File: src/sv/msd_pkg.sv
package msd_pkg;

  localparam int LANES = 32;
  localparam int COUNT_W = 6;
  localparam int THR_W = 5;
  localparam int CHAN_W = 6;
  localparam int LANE_IDX_W = 5;
  localparam int CFG_IDX_W = 2;
  localparam int CFG_DATA_W = 32;

  // Configuration register indexes.
  localparam logic [CFG_IDX_W-1:0] REG_ACTIVE_LOW = 2'd0;
  localparam logic [CFG_IDX_W-1:0] REG_BYPASS = 2'd1;
  localparam logic [CFG_IDX_W-1:0] REG_THRESHOLD = 2'd2;

  // Operation codes of an input word.
  localparam logic OP_TICK = 1'b0;
  localparam logic OP_READ = 1'b1;

  localparam logic [THR_W-1:0] THRESHOLD_RESET = 5'd3;

  // Status of one channel: state after the current word, flags as held before it.
  typedef struct packed {
    logic state;
    logic rise;
    logic change;
  } chan_stat_t;

  typedef struct packed {
    logic [LANES-1:0] states;
    logic chan_state;
    logic chan_rise_event;
    logic chan_change_event;
  } result_t;

endpackage

File: src/sv/msd_if.sv
interface msd_req_if;
  import msd_pkg::*;

  logic valid;
  logic ready;
  logic op;
  logic [LANES-1:0] levels;
  logic [CHAN_W-1:0] channel;

  modport source (output valid, output op, output levels, output channel, input ready);
  modport sink (input valid, input op, input levels, input channel, output ready);
endinterface

interface msd_rsp_if;
  import msd_pkg::*;

  logic valid;
  logic ready;
  logic [LANES-1:0] states;
  logic chan_state;
  logic chan_rise_event;
  logic chan_change_event;

  modport source (output valid, output states, output chan_state, output chan_rise_event,
                  output chan_change_event, input ready);
  modport sink (input valid, input states, input chan_state, input chan_rise_event,
                input chan_change_event, output ready);
endinterface

File: src/sv/msd_chan_cell.sv
module msd_chan_cell (
  input  logic                      clk,
  input  logic                      rst,
  input  logic                      tick,
  input  logic                      clr,
  input  logic                      act,
  input  logic                      bypass,
  input  logic [msd_pkg::THR_W-1:0] thr,
  output msd_pkg::chan_stat_t       stat
);
  import msd_pkg::*;

  logic [COUNT_W-1:0] count;
  logic [COUNT_W-1:0] count_next;
  logic [COUNT_W-1:0] thr_ext;
  logic last;
  logic rise;
  logic change;
  logic rise_set;

  assign thr_ext = {1'b0, thr};

  // The counter saturates one past the threshold and clears when inactive.
  always_comb begin
    if (!act) begin
      count_next = '0;
    end else if (count <= thr_ext) begin
      count_next = count + COUNT_W'(1);
    end else begin
      count_next = count;
    end
  end

  assign rise_set = bypass ? (act && !last) : (count_next == thr_ext);

  always_ff @(posedge clk) begin
    if (rst) begin
      count <= '0;
      last <= 1'b0;
      rise <= 1'b0;
      change <= 1'b0;
    end else if (tick) begin
      count <= count_next;
      last <= act;
      rise <= rise | rise_set;
      change <= change | (act != last);
    end else if (clr) begin
      rise <= 1'b0;
      change <= 1'b0;
    end
  end

  always_comb begin
    if (bypass) begin
      stat.state = tick ? act : last;
    end else begin
      stat.state = (tick ? count_next : count) >= thr_ext;
    end
    stat.rise = rise;
    stat.change = change;
  end

endmodule

File: src/sv/msd_out_buf.sv
module msd_out_buf (
  input  logic               clk,
  input  logic               rst,
  input  logic               push,
  input  msd_pkg::result_t   push_data,
  output logic               space,
  msd_rsp_if.source          rsp
);
  import msd_pkg::*;

  logic main_valid;
  result_t main_data;
  logic skid_valid;
  result_t skid_data;
  logic pop;

  assign space = !skid_valid;
  assign pop = main_valid && rsp.ready;

  always_ff @(posedge clk) begin
    if (rst) begin
      main_valid <= 1'b0;
      skid_valid <= 1'b0;
    end else if (!main_valid || pop) begin
      if (skid_valid) begin
        main_valid <= 1'b1;
        skid_valid <= 1'b0;
      end else begin
        main_valid <= push;
      end
    end else if (push) begin
      skid_valid <= 1'b1;
    end
  end

  always_ff @(posedge clk) begin
    if (!main_valid || pop) begin
      main_data <= skid_valid ? skid_data : push_data;
    end else if (push) begin
      skid_data <= push_data;
    end
  end

  assign rsp.valid = main_valid;
  assign rsp.states = main_data.states;
  assign rsp.chan_state = main_data.chan_state;
  assign rsp.chan_rise_event = main_data.chan_rise_event;
  assign rsp.chan_change_event = main_data.chan_change_event;

endmodule

File: src/sv/multi_switch_debouncer.sv
// Debouncer for up to 32 switch channels. Each input word is either a sample
// tick carrying the raw levels of all channels or a read of one channel. On a
// tick every channel is updated at once: its level is inverted where
// active_low_mask is set, a per-channel counter counts consecutive active
// ticks up to one past debounce_threshold and clears on an inactive tick, and
// the debounced state is high once the count has reached the threshold (a
// threshold of zero acts as one). Channels marked in bypass_mask follow the
// polarity-corrected level directly. Each channel keeps a sticky rise flag,
// set when its state becomes active, and a sticky change flag, set on any
// level change; a read returns the channel's state and both flags and then
// clears the flags, while a read of a channel at or above CHANNELS returns
// zeros and clears nothing. Every word produces exactly one result word that
// also carries the debounced state of all channels. The block takes one word
// per clock cycle while the output stage has room; the result is registered in
// a two-entry output stage, which can hold one more word while a result waits
// to be taken. Configuration registers are written through the cfg_we port and
// should only be changed while no word is in flight.
module multi_switch_debouncer #(
  parameter int CHANNELS = 32
) (
  input  logic                           clk,
  input  logic                           rst,
  input  logic                           cfg_we,
  input  logic [msd_pkg::CFG_IDX_W-1:0]  cfg_index,
  input  logic [msd_pkg::CFG_DATA_W-1:0] cfg_data,
  msd_req_if.sink                        req,
  msd_rsp_if.source                      rsp
);
  import msd_pkg::*;

  logic [LANES-1:0] active_low_mask;
  logic [LANES-1:0] bypass_mask;
  logic [THR_W-1:0] debounce_threshold;

  logic [THR_W-1:0] thr_eff;
  logic [LANES-1:0] data;
  logic accept;
  logic tick;
  logic read_ok;
  logic [LANE_IDX_W-1:0] lane;
  logic space;
  chan_stat_t stat [LANES];
  logic [LANES-1:0] states_vec;
  logic [LANES-1:0] rise_vec;
  logic [LANES-1:0] change_vec;
  result_t result;

  // Configuration registers.
  always_ff @(posedge clk) begin
    if (rst) begin
      active_low_mask <= '0;
      bypass_mask <= '0;
      debounce_threshold <= THRESHOLD_RESET;
    end else if (cfg_we) begin
      case (cfg_index)
        REG_ACTIVE_LOW: active_low_mask <= cfg_data;
        REG_BYPASS: bypass_mask <= cfg_data;
        REG_THRESHOLD: debounce_threshold <= cfg_data[THR_W-1:0];
        default: ;
      endcase
    end
  end

  assign thr_eff = (debounce_threshold == '0) ? THR_W'(1) : debounce_threshold;

  // A new word is taken whenever the output stage has room for its result.
  assign req.ready = space;
  assign accept = req.valid && space;
  assign tick = accept && (req.op == OP_TICK);
  assign read_ok = accept && (req.op == OP_READ) && (req.channel < CHAN_W'(CHANNELS));
  assign lane = req.channel[LANE_IDX_W-1:0];
  assign data = req.levels ^ active_low_mask;

  // One cell per implemented channel; unused lanes report all zeros.
  for (genvar i = 0; i < LANES; i++) begin : g_lane
    if (i < CHANNELS) begin : g_cell
      msd_chan_cell u_cell (
        .clk   (clk),
        .rst   (rst),
        .tick  (tick),
        .clr   (read_ok && (lane == LANE_IDX_W'(i))),
        .act   (data[i]),
        .bypass(bypass_mask[i]),
        .thr   (thr_eff),
        .stat  (stat[i])
      );
    end else begin : g_unused
      assign stat[i] = '0;
    end
    assign states_vec[i] = stat[i].state;
    assign rise_vec[i] = stat[i].rise;
    assign change_vec[i] = stat[i].change;
  end

  // The flags reported on a read are the values before this read clears them.
  always_comb begin
    result.states = states_vec;
    result.chan_state = read_ok && states_vec[lane];
    result.chan_rise_event = read_ok && rise_vec[lane];
    result.chan_change_event = read_ok && change_vec[lane];
  end

  msd_out_buf u_out_buf (
    .clk      (clk),
    .rst      (rst),
    .push     (accept),
    .push_data(result),
    .space    (space),
    .rsp      (rsp)
  );

endmodule

File: src/flat_wrapper.sv
// flat-port wrapper written by rule: the top's interface ports become plain ports
module multi_switch_debouncer_flat import msd_pkg::*;
#(
  parameter int CHANNELS = 32
)
  (clk, rst, cfg_we, cfg_index, cfg_data, req_valid, req_op, req_levels, req_channel, req_ready, rsp_valid, rsp_states, rsp_chan_state, rsp_chan_rise_event, rsp_chan_change_event, rsp_ready);
  msd_req_if req_i ();
  msd_rsp_if rsp_i ();
  input  logic clk;
  input  logic rst;
  input  logic cfg_we;
  input  logic [msd_pkg::CFG_IDX_W-1:0] cfg_index;
  input  logic [msd_pkg::CFG_DATA_W-1:0] cfg_data;
  input wire logic [$bits(req_i.valid)-1:0] req_valid;
  input wire logic [$bits(req_i.op)-1:0] req_op;
  input wire logic [$bits(req_i.levels)-1:0] req_levels;
  input wire logic [$bits(req_i.channel)-1:0] req_channel;
  output wire logic [$bits(req_i.ready)-1:0] req_ready;
  output wire logic [$bits(rsp_i.valid)-1:0] rsp_valid;
  output wire logic [$bits(rsp_i.states)-1:0] rsp_states;
  output wire logic [$bits(rsp_i.chan_state)-1:0] rsp_chan_state;
  output wire logic [$bits(rsp_i.chan_rise_event)-1:0] rsp_chan_rise_event;
  output wire logic [$bits(rsp_i.chan_change_event)-1:0] rsp_chan_change_event;
  input wire logic [$bits(rsp_i.ready)-1:0] rsp_ready;
  assign req_i.valid = req_valid;
  assign req_i.op = req_op;
  assign req_i.levels = req_levels;
  assign req_i.channel = req_channel;
  assign req_ready = req_i.ready;
  assign rsp_valid = rsp_i.valid;
  assign rsp_states = rsp_i.states;
  assign rsp_chan_state = rsp_i.chan_state;
  assign rsp_chan_rise_event = rsp_i.chan_rise_event;
  assign rsp_chan_change_event = rsp_i.chan_change_event;
  assign rsp_i.ready = rsp_ready;
  multi_switch_debouncer #(.CHANNELS(CHANNELS)) u_core (.clk(clk), .rst(rst), .cfg_we(cfg_we), .cfg_index(cfg_index), .cfg_data(cfg_data), .req(req_i), .rsp(rsp_i));
endmodule
File: config.mk
export PLATFORM = sky130hd
export DESIGN_NAME = multi_switch_debouncer_flat
export DESIGN_NICKNAME = d
export VERILOG_FILES = /design/src/sv/msd_pkg.sv /design/src/sv/msd_if.sv /design/src/sv/msd_chan_cell.sv /design/src/sv/msd_out_buf.sv /design/src/sv/multi_switch_debouncer.sv /design/src/flat_wrapper.sv
export SDC_FILE = /design/constraint.sdc
export NUM_CORES = 2
export LEC_CHECK = 0
export BUFFER_PORTS_ARGS = -buffer_cell sky130_fd_sc_hd__buf_2
export CAP_MARGIN = 20
export CORE_MARGIN = 2
export CORE_UTILIZATION = 50
export CTS_BUF_LIST = sky130_fd_sc_hd__clkbuf_8
export DETAILED_ROUTE_END_ITERATION = 12
export HOLD_SLACK_MARGIN = 0.05
export PLACE_DENSITY = 0.66
export SLEW_MARGIN = 10
export SYNTH_ARGS = -nofsm -noshare
export SYNTH_HDL_FRONTEND = slang
export SYNTH_HIERARCHICAL = 1
export SYNTH_SLANG_ARGS = --single-unit
export TNS_END_PERCENT = 20
File: constraint.sdc
create_clock -name clk -period 33.6 [get_ports clk]
set_input_delay 8.4 -clock clk [delete_from_list [all_inputs] [get_ports clk]]
set_output_delay 8.4 -clock clk [all_outputs]
set_load 0.01 [all_outputs]
==> run summary <==
Run status: completed
FMAX: 73.7 MHz
Vias in the first global route: 34792
Compound-cell area share of the yosys netlist: 26.5%
Avg Cell Area, Syn: 8.02 µm²
Slew Limit Fails: 0
Part of the cycle the worst path needs: 40.4%
First-pass GRT wire length: 188000 µm
Tmin final: 13.57 ns
DRT Pass-1 Iters: 6
Crit path kind: in2reg
Via/cell ratio: 6.28
Met3 Usage GRT: 4.35%
IO buf count: 114
Setup crit end kind: register
Synth Register Bits: 429
Crit-path max FO: 67
I/O pin cnt: 115
Slowest stage delay, CP: 0.75 ns
Top cells by area, synth: dfxtp_1, ha_1, edfxtp_1
Synth async-reset ratio: 0%
Die footprint: 0.0817 mm²
Most Crowded Layer GR: met2
Largest net degree at the start of global routing: 107
Sink Count: 429
Hold Fails Final Rpt: 0
Layout cell share with drive strength beyond 1: 14.1%
Commonest cells post-synth: nand2_1, ha_1, a21oi_1
Worst-Skew Late Latency: 0.70 ns
Initial core utilization: 50.4%
Vias: 37746
Met2 Resource Use GR: 43.8%
Critical Path Start Type: input pin
Nets@finish: 5355
ANT nets after route: 0
Area grow syn2layout: 5.82%
Total Power: 1.36 mW
Number of CTS-inserted buffers: 83
Layout fillers: 7577
Resize count post-CTS: 0
Synth Area in XOR/XNOR: 1.54%
CP bufs+invs: 4
Top_reg_cell synth: dfxtp_1
Routed wire length per instance: 19.6 µm
Total track usage: 27.9%
Root Driver: clkbuf_8
Cells along the critical path: buf_2 -> and2_1 -> nor2b_4 -> buf_4 -> buf_4 -> clkinv_1 -> nor2_1 -> a32o_1 -> ha_1 -> a21o_1 -> a21oi_1 -> nor2b_1 -> o21ai_0 -> a32oi_1 -> mux4_1 -> mux2_2 -> a22oi_1 -> nand3_1 -> mux2_2
Total negative slack: 0 ns
Clock buffer depth: 3
Mux cell area share after synthesis: 4.42%
Skew final: 0.0322 ns
Die H: 286 µm
Peak VDD IR: 24.2 µV
Number of DRC markers in iteration 0: 3297
H-tree depth: 3
Worst slew pin tran: 0.966 ns
Total global routing overflow: 0
Final GP Congestion: 0.941
Global Route met1 Usage: 39.2%
Final HPWL DP: 81600 µm
Worst hold path type: reg2reg
Hold buffers post-CTS: 0
EDFF count, synth: 70
Largest family of logic cells by synthesized area: compound AO/OA/AOI/OAI gates
Yosys warns: 6
Core area: 0.0787 mm²
CTS tree: yes
Crit path max-delay family: buffers and inverters
Post-route setup slack: 20.03 ns
Synth top area share: 18.1%
RSZ-0062 raised after global routing: false
Worst path required time: 34.04 ns
Die W: 286 µm
PD cells: 32.4 mW/mm²
Slowest-stage cell, CP: buf_4
Post-synth net total: 5413
Reg clk slew, reported paths: 0.06 ns
Residual DRC count: 0
Max transition margin: 35.4%
Mapped cell area: 0.0397 mm²
Post-synth top area cell: dfxtp_1
Library cells used by synthesis: 101
Cell with the most instances after synthesis: nand2_1
Syn Inst Count: 4951
Postcts setup bufs: 0
Adder-cell share of the synthesized area: 12.1%
Total of max-cap violations: 0
Static Leak: 16.6 nW
Initial antenna violation count: 6
# rows: 103
Final setup fails: 0
Total length of routed wires: 118000 µm
Synth Area in Simple Gates: 24.3%
Pre-CTS WS: 19.47 ns
Seq/Total Area, Yosys: 23.4%
Crit path DAT: 14.01 ns
==> placed cells by master (no fill, tap or decap), drive strengths merged, types with 74 or more instances in the layout <==
cell type,Yosys,layout
a211o,90,90
a21oi,397,397
a31oi,74,74
and3,114,114
buf,134,173
clkbuf,182,97
dfxtp,359,359
ha,384,384
inv,281,311
mux2i,89,89
nand2,525,525
nand3,147,147
nand4,125,125
nor2,343,343
nor2b,162,162
nor3,184,184
o21ai,289,289
==> logic make-up after synthesis <==
| group | after synthesis |
|---|---|
| AOI/OAI and AO/OA | 1423 |
| adders and majority gates | 384 |
| buffers and inverters | 638 |
| DFF | 429 |
| muxes | 142 |
| and+or+nand+nor | 1865 |
| xor gates and xnor gates | 70 |
==> power by group <==
part / total (mW) / switching [mW] / leakage, nW / internal, mW
Clock: 0.567 / 0.249 / 1.01 / 0.318
Sequential: 0.558 / 0.0180 / 3.63 / 0.540
Combinational: 0.235 / 0.147 / 11.9 / 0.0874
Total: 1.36 / 0.415 / 16.6 / 0.945
==> layer usage <==
layer  share of wire [%]  wire [µm]  vias to the layer above
li1                    -          -                    18183
met1                  45      53500                    17835
met2                  44      52300                     1515
met3                 7.7       9120                      205
met4                 2.6       3100                        8
met5               0.045         53                        -
==> final timing paths <==
kind | start | to | slack [ns] | depth (start not counted)
min reg2reg | u_core/active_low_mask[5] | u_core/active_low_mask[5] | 0.46 | 2
min | u_core/active_low_mask[5] | u_core/active_low_mask[5] | 0.46 | 2
max | req_valid | u_core/u_out_buf/rsp.chan_state | 20.03 | 19
max reg2reg | u_core/debounce_threshold[3] | u_core/u_out_buf/rsp.chan_state | 26.88 | 21
==> flip-flops by register name (all words and copies together) (netlist names), 5 cells and up <==
name                                count
u_core/active_low_mask                 32
u_core/bypass_mask                     32
u_core/debounce_threshold               5
u_core/g_lane.g_cell.u_cell/change     32
u_core/g_lane.g_cell.u_cell/count     192
u_core/g_lane.g_cell.u_cell/last       32
u_core/g_lane.g_cell.u_cell/rise       32
u_core/u_out_buf/rsp.states            32
u_core/u_out_buf/skid_data             35
==> final cells by class <==
| cell class | instances | area (µm²) | share of cell area (%) |
|---|---|---|---|
| Tap cell | 1050 | 1310 | 3.13 |
| Sequential cell | 429 | 9310 | 22.2 |
| Clock inverter | 57 | 437 | 1.04 |
| Timing Repair Buffer | 173 | 1050 | 2.50 |
| Antenna cell | 2 | 5.00 | 0.0119 |
| Multi-Input combinational cell | 3884 | 27400 | 65.1 |
| Inverter | 322 | 1210 | 2.88 |
| Clock buffer | 97 | 1340 | 3.18 |
==> worst min-delay path: stages (launching register included) <==
cell,delay [ns]
dfxtp_1,0.31
nand2_1,0.05
a21oi_1,0.05
==> stage by stage <==
step,cell area (µm²),util [%],hold slack [ns],cells
final,42000,53.4,0.464,6014
after global routing,42000,53.3,0.479,6013
after CTS,42000,53.3,0.466,6012
after detailed placement,40200,51.1,0.458,5858
after global placement,40200,51.1,0.453,5858
after floorplan,39700,-,0.448,4951
No activity file was read; power rests on OpenSTA's default activity.
